**config.mk**
```make
export PLATFORM = sky130hd
export DESIGN_NAME = stpt_queue
export DESIGN_NICKNAME = d
export VERILOG_FILES = /design/src/rtl/core/stpt_pkg.sv /design/src/rtl/core/stpt_queue.sv
export SDC_FILE = /design/constraint.sdc
export NUM_CORES = 2
export LEC_CHECK = 0
export ABC_AREA = 1
export BUFFER_PORTS_ARGS = -buffer_cell sky130_fd_sc_hd__buf_4
export CAP_MARGIN = 10
export CORE_AREA = 8 8 715 717
export DETAILED_ROUTE_END_ITERATION = 16
export DIE_AREA = 0 0 723 725
export SLEW_MARGIN = 20
export SYNTH_ARGS = -nofsm -noshare
export SYNTH_HDL_FRONTEND = slang
export SYNTH_SLANG_ARGS = --single-unit
```
**constraint.sdc**
```tcl
create_clock -name clk -period 38.8 [get_ports clk]
set_clock_uncertainty 0.05 [all_clocks]
set_input_delay 7.76 -clock clk [delete_from_list [all_inputs] [get_ports clk]]
set_output_delay 7.76 -clock clk [all_outputs]
set_load 0.03 [all_outputs]
```
**src/rtl/core/stpt_pkg.sv**
```systemverilog
// ----------------------------------------------------------------------------
// stpt_pkg
// Shared types and fixed widths of the stereo point triangulator.
// ----------------------------------------------------------------------------
package stpt_pkg;

    // field widths
    localparam int COEF_W      = 40;
    localparam int PIX_W       = 16;
    localparam int IDX_W       = 5;
    localparam int OUT_W       = 32;
    localparam int SLOTS       = 24;
    localparam int QUEUE_DEPTH = 4;

    // normalised mantissa width of the least-squares system
    localparam int MANT_BITS = 14;
    // raw system entries: difference of a pixel times coefficient product and a scaled coefficient
    localparam int A_W       = COEF_W + PIX_W + 1;
    localparam int SH_W      = 6;
    localparam int M_W       = MANT_BITS + 1;
    // normal matrix entries, cofactors, determinant and numerators
    localparam int N_W       = 2 * MANT_BITS + 4;
    localparam int C_W       = 2 * N_W;
    localparam int D_W       = C_W + N_W;
    localparam int HALF_W    = 32;
    localparam int DIV_STEPS = OUT_W;

    typedef enum logic
    {
        CMD_WRITE = 1'b0,
        CMD_SOLVE = 1'b1
    } cmd_t;

    typedef logic signed [COEF_W-1:0] coef_t;
    typedef logic [PIX_W-1:0]         pix_t;
    typedef logic signed [OUT_W-1:0]  coord_t;
    typedef logic signed [A_W-1:0]    araw_t;

    // one triangulate word after the system build
    typedef struct packed
    {
        araw_t [11:0] a;
        araw_t [3:0]  b;
    } system_t;

    // per coordinate division state travelling down the divider
    typedef struct packed
    {
        logic                     singular;
        logic [D_W-1:0]           mdet;
        logic [2:0]               neg;
        logic [2:0]               sat;
        logic [2:0][D_W-1:0]      rem;
        logic [2:0][HALF_W-1:0]   low;
        logic [2:0][HALF_W-1:0]   quo;
    } div_t;

endpackage

```
**src/rtl/core/stpt_queue.sv**
```systemverilog
// ----------------------------------------------------------------------------
// stpt_queue
// Short first-in first-out queue between the front and the solver.
// ----------------------------------------------------------------------------
module stpt_queue (
    input  logic              clk,
    input  logic              rst_n,
    input  logic              push_valid,
    input  stpt_pkg::system_t push_data,
    output logic              push_ready,
    output logic              pop_valid,
    output stpt_pkg::system_t pop_data,
    input  logic              pop
);

    localparam int PTR_W = $clog2(stpt_pkg::QUEUE_DEPTH);
    localparam int CNT_W = PTR_W + 1;

    stpt_pkg::system_t slot_reg [stpt_pkg::QUEUE_DEPTH];
    logic [PTR_W-1:0]  wr_ptr_reg;
    logic [PTR_W-1:0]  rd_ptr_reg;
    logic [CNT_W-1:0]  count_reg;
    logic              do_push;
    logic              do_pop;

    assign push_ready = count_reg != CNT_W'(stpt_pkg::QUEUE_DEPTH);
    assign pop_valid  = count_reg != '0;
    assign pop_data   = slot_reg[rd_ptr_reg];
    assign do_push    = push_valid && push_ready;
    assign do_pop     = pop && pop_valid;

    // pointers and fill count
    always_ff @(posedge clk or negedge rst_n)
    begin
        if (!rst_n)
        begin
            wr_ptr_reg <= '0;
            rd_ptr_reg <= '0;
            count_reg  <= '0;
        end
        else
        begin
            if (do_push)
            begin
                wr_ptr_reg <= wr_ptr_reg + 1'b1;
            end
            if (do_pop)
            begin
                rd_ptr_reg <= rd_ptr_reg + 1'b1;
            end
            if (do_push && !do_pop)
            begin
                count_reg <= count_reg + 1'b1;
            end
            else if (do_pop && !do_push)
            begin
                count_reg <= count_reg - 1'b1;
            end
        end
    end

    // entry storage
    always_ff @(posedge clk)
    begin
        if (do_push)
        begin
            slot_reg[wr_ptr_reg] <= push_data;
        end
    end

endmodule

```
==> out/results.md <==
• **multi-input combinational cell area** 0.0243 mm^2
• **routed vias/inst** 4.55
• **worst max-slew margin expressed relative to the limit** 27.2%
• **detailed placement HPWL** 339 mm
• **die span in y** 725 um
• **power share of the clock group** 23.3%
• **maximum level of the CTS H-tree** 5
• **Setup violations, final** 0
• **violation count after the first detailed-route iteration** 7798
• **post-layout instance area** 0.177 mm^2
• **Internal Power** 9000 uW
• **share of the core filled with cells** 35.4%
• **Hold Path Class** flop to flop
• **share of cells above drive strength 1** 19.5%
• **flip-flop count of the largest register, all copies and words added** 3648
• **measured slew at the worst slew-check pin** 1.09 ns
• **achievable frequency** 0.0571 GHz
• **area growth from synthesis to final layout** 21.8%
• **first-pass GRT wire length** 644 mm
• **reported leakage power** 0.0688 uW
• **maximum fanout encountered on the critical timing path** 215
• **Max Root-Sink Buffers** 4
• **ports placed on the boundary** 1830
• **clock transition time at the flip-flop clock pins of the worst setup and hold paths** 0.06 ns
• **total negative setup slack** 0 ns
• **number of synthesized register bits** 3655
• **number of placement rows** 260
• **root buf cell** clkbuf_16
• **smallest hold slack** 0.448 ns
• **Worst-Skew Late Latency** 0.94 ns
• **Total Routing Usage GR** 17.1%
• **number of distinct standard cells referenced by the synthesized netlist** 19
• **portion of the clock cycle consumed by the worst path in the final layout** 45.2%
• **number of cells produced by synthesis** 10700
• **required time reported for the critical path endpoint** 30.99 ns
• **total CTS buffers** 382
• **Worst IR Drop VDD** 75.2 uV
• **total of hold buffers inserted after clock tree synthesis** 0
• **antenna viol nets, final** 0
• **nature of the critical path endpoint** output pin
• **clock sink count** 3655
• **die area** 0.524 mm^2
• **number of fillers in the final layout** 47900
• **total power density per cell area** 87.6 mW/mm^2
• **maximum number of pins on one net before global-route repair** 280
• **Sequential Area** 0.110 mm^2
• **Mapped Area** 0.145 mm^2
• **TritonCTS clock tree** yes
• **via count** 88800
• **initial antenna violation count** 275
• **post-CTS repair timing setup buffer count** 0
• **run status** completed
• **die width** 723 um
• **arrival time of the worst setup path** 9.72 ns
• **Final Hold Viols** 0
• **setup repair after global routing missed its margin** false
• **Switching Fraction** 41.9%
• **post-detailed-route wirelength per cell** 24.2 um
• **sequential cell area fraction in the yosys report** 75.5%
• **min cycle time layout** 17.53 ns
• **total net switching power** 6490 uW
• **DRT Pass-1 Iters** 6
• **synthesized area divided by synthesized cell count** 13.6 um^2
• **number of instances resized during post-cts repair** 0
• **GP Congestion** 0.870
• **overflow left after global routing** 0
• **starting utilization of the core area** 29.1%
• **total DRC errors in the routed layout** 0
• **relative contribution of combinational cells to total power** 42.2%
• **count of warnings emitted by yosys** 0
• **Post-DP Area** 0.164 mm^2
• **path type of the worst setup path** flop to output pin
• **total detailed-routing wirelength** 472 mm
• **CP startpoint kind** flop
• **fraction of power consumed by sequential logic** 34.5%
• **number of nets in the final layout** 13300
• **Core Box Area** 0.500 mm^2
• **via count of the first global-routing pass** 81900
• **maxcap violations** 0
• **PortBufs** 1829
• **number of max-slew violations in the final report** 0
• **number of nets produced by synthesis** 11600
## layer usage
| metal | wire, um | GRT usage, % |
|---|---|---|
| met2 | 225000 | 28.2 |
| met3 | 49600 | 6.86 |
| met4 | 21100 | 7.37 |
| met5 | 1120 | 0 |
| met1 | 175000 | 19.6 |
## critical path: stages (launching register included)
cell	delay, ns
dfrtp_1	0.46
clkinv_8	0.51
buf_12	0.46
buf_4	0.85
buf_4	0.80
buf_4	0.83
buf_12	0.64
buf_4	0.80
buf_4	0.86
buf_4	0.93
nand2_1	0.14
o211ai_1	0.14
nand2_1	0.12
buf_4	0.19
## cells in the mapped netlist
cell type / number / area share (%)
nand2_1: 2753 / 7.1
fa_1: 1 / 0.014
buf_2: 298 / 1.0
nand4_1: 1 / 0.0043
dfrtp_1: 7 / 0.12
xnor2_1: 1 / 0.0060
buf_1: 5 / 0.013
o211ai_1: 1814 / 9.4
ha_1: 5 / 0.043
edfxtp_1: 3648 / 75
nand3_1: 7 / 0.024
buf_4: 98 / 0.51
buf_6: 185 / 1.4
clkbuf_1: 22 / 0.057
inv_2: 2 / 0.0052
o21ai_0: 1 / 0.0034
inv_1: 1838 / 4.7
nor2_1: 4 / 0.010
o211ai_2: 10 / 0.086
## power groups by stage
stage | logic, uW | clock network, uW | registers [uW]
after floorplan | 4000 | 0 | 6680
after global placement | 6580 | 0 | 5410
after detailed placement | 6620 | 0 | 5430
after CTS | 6630 | 3680 | 5350
after global routing | 6940 | 3820 | 5400
final | 6530 | 3610 | 5350
## layout by cell type (no fill, tap or decap), drive strengths merged
cell type,instances
nand2,2753
nand4,1
o211ai,1824
buf,1946
bufinv,33
fa,1
ha,5
clkinvlp,3
o21ai,1
inv,1853
nand3,7
dfrtp,7
clkinv,175
xnor2,1
diode,126
nor2,4
clkbuf,473
edfxtp,3648
## metrics by stage
step	cells	setup slack, ns	total power (uW)
global placement	18700	22.60	12000
detailed placement	18700	22.38	12000
floorplan	10700	-9.12	10700
CTS	19400	21.30	15700
global route	19500	20.64	16200
finish	19500	21.27	15500
## final timing paths
| path | startpoint | to | slack [ns] | depth (start not counted) |
|---|---|---|---|---|
| min in group asynchronous | rst_n | wr_ptr_reg[1]$_DFFE_PN0P_ | 6.57 | 1 |
| max reg2reg | count_reg[0]$_DFFE_PN0P_ | slot_reg[2][651]$_DFFE_PP_ | 31.83 | 10 |
| max | rd_ptr_reg[0]$_DFFE_PN0P_ | pop_data[529] | 21.27 | 13 |
| max in group asynchronous | rst_n | rd_ptr_reg[1]$_DFFE_PN0P_ | 31.93 | 1 |
| min reg2reg | count_reg[2]$_DFFE_PN0P_ | count_reg[2]$_DFFE_PN0P_ | 0.45 | 2 |
| min | count_reg[2]$_DFFE_PN0P_ | count_reg[2]$_DFFE_PN0P_ | 0.45 | 2 |
## layout make-up
| type | instances | area share (%) |
|---|---|---|
| Antenna cell | 126 | 0.178 |
| Tap cell | 6681 | 4.73 |
| Clock buffer | 473 | 5.66 |
| Multi-Input combinational cell | 4597 | 13.7 |
| Timing Repair Buffer | 1946 | 8.43 |
| Clock inverter | 224 | 1.36 |
| Sequential cell | 3655 | 62.0 |
| Inverter | 1840 | 3.92 |
## cells by family after synthesis
| kind of cell | count (synthesis) | synth area share [%] |
|---|---|---|
| and+or+nand+nor | 2765 | 7.15 |
| xor gates and xnor gates | 1 | 0.00603 |
| AOI/OAI and AO/OA | 1825 | 9.46 |
| buffers and inverters | 2448 | 7.79 |
| DFF | 3655 | 75.5 |
| adders and majority gates | 6 | 0.0568 |
No activity file was read; power rests on OpenSTA's default activity.
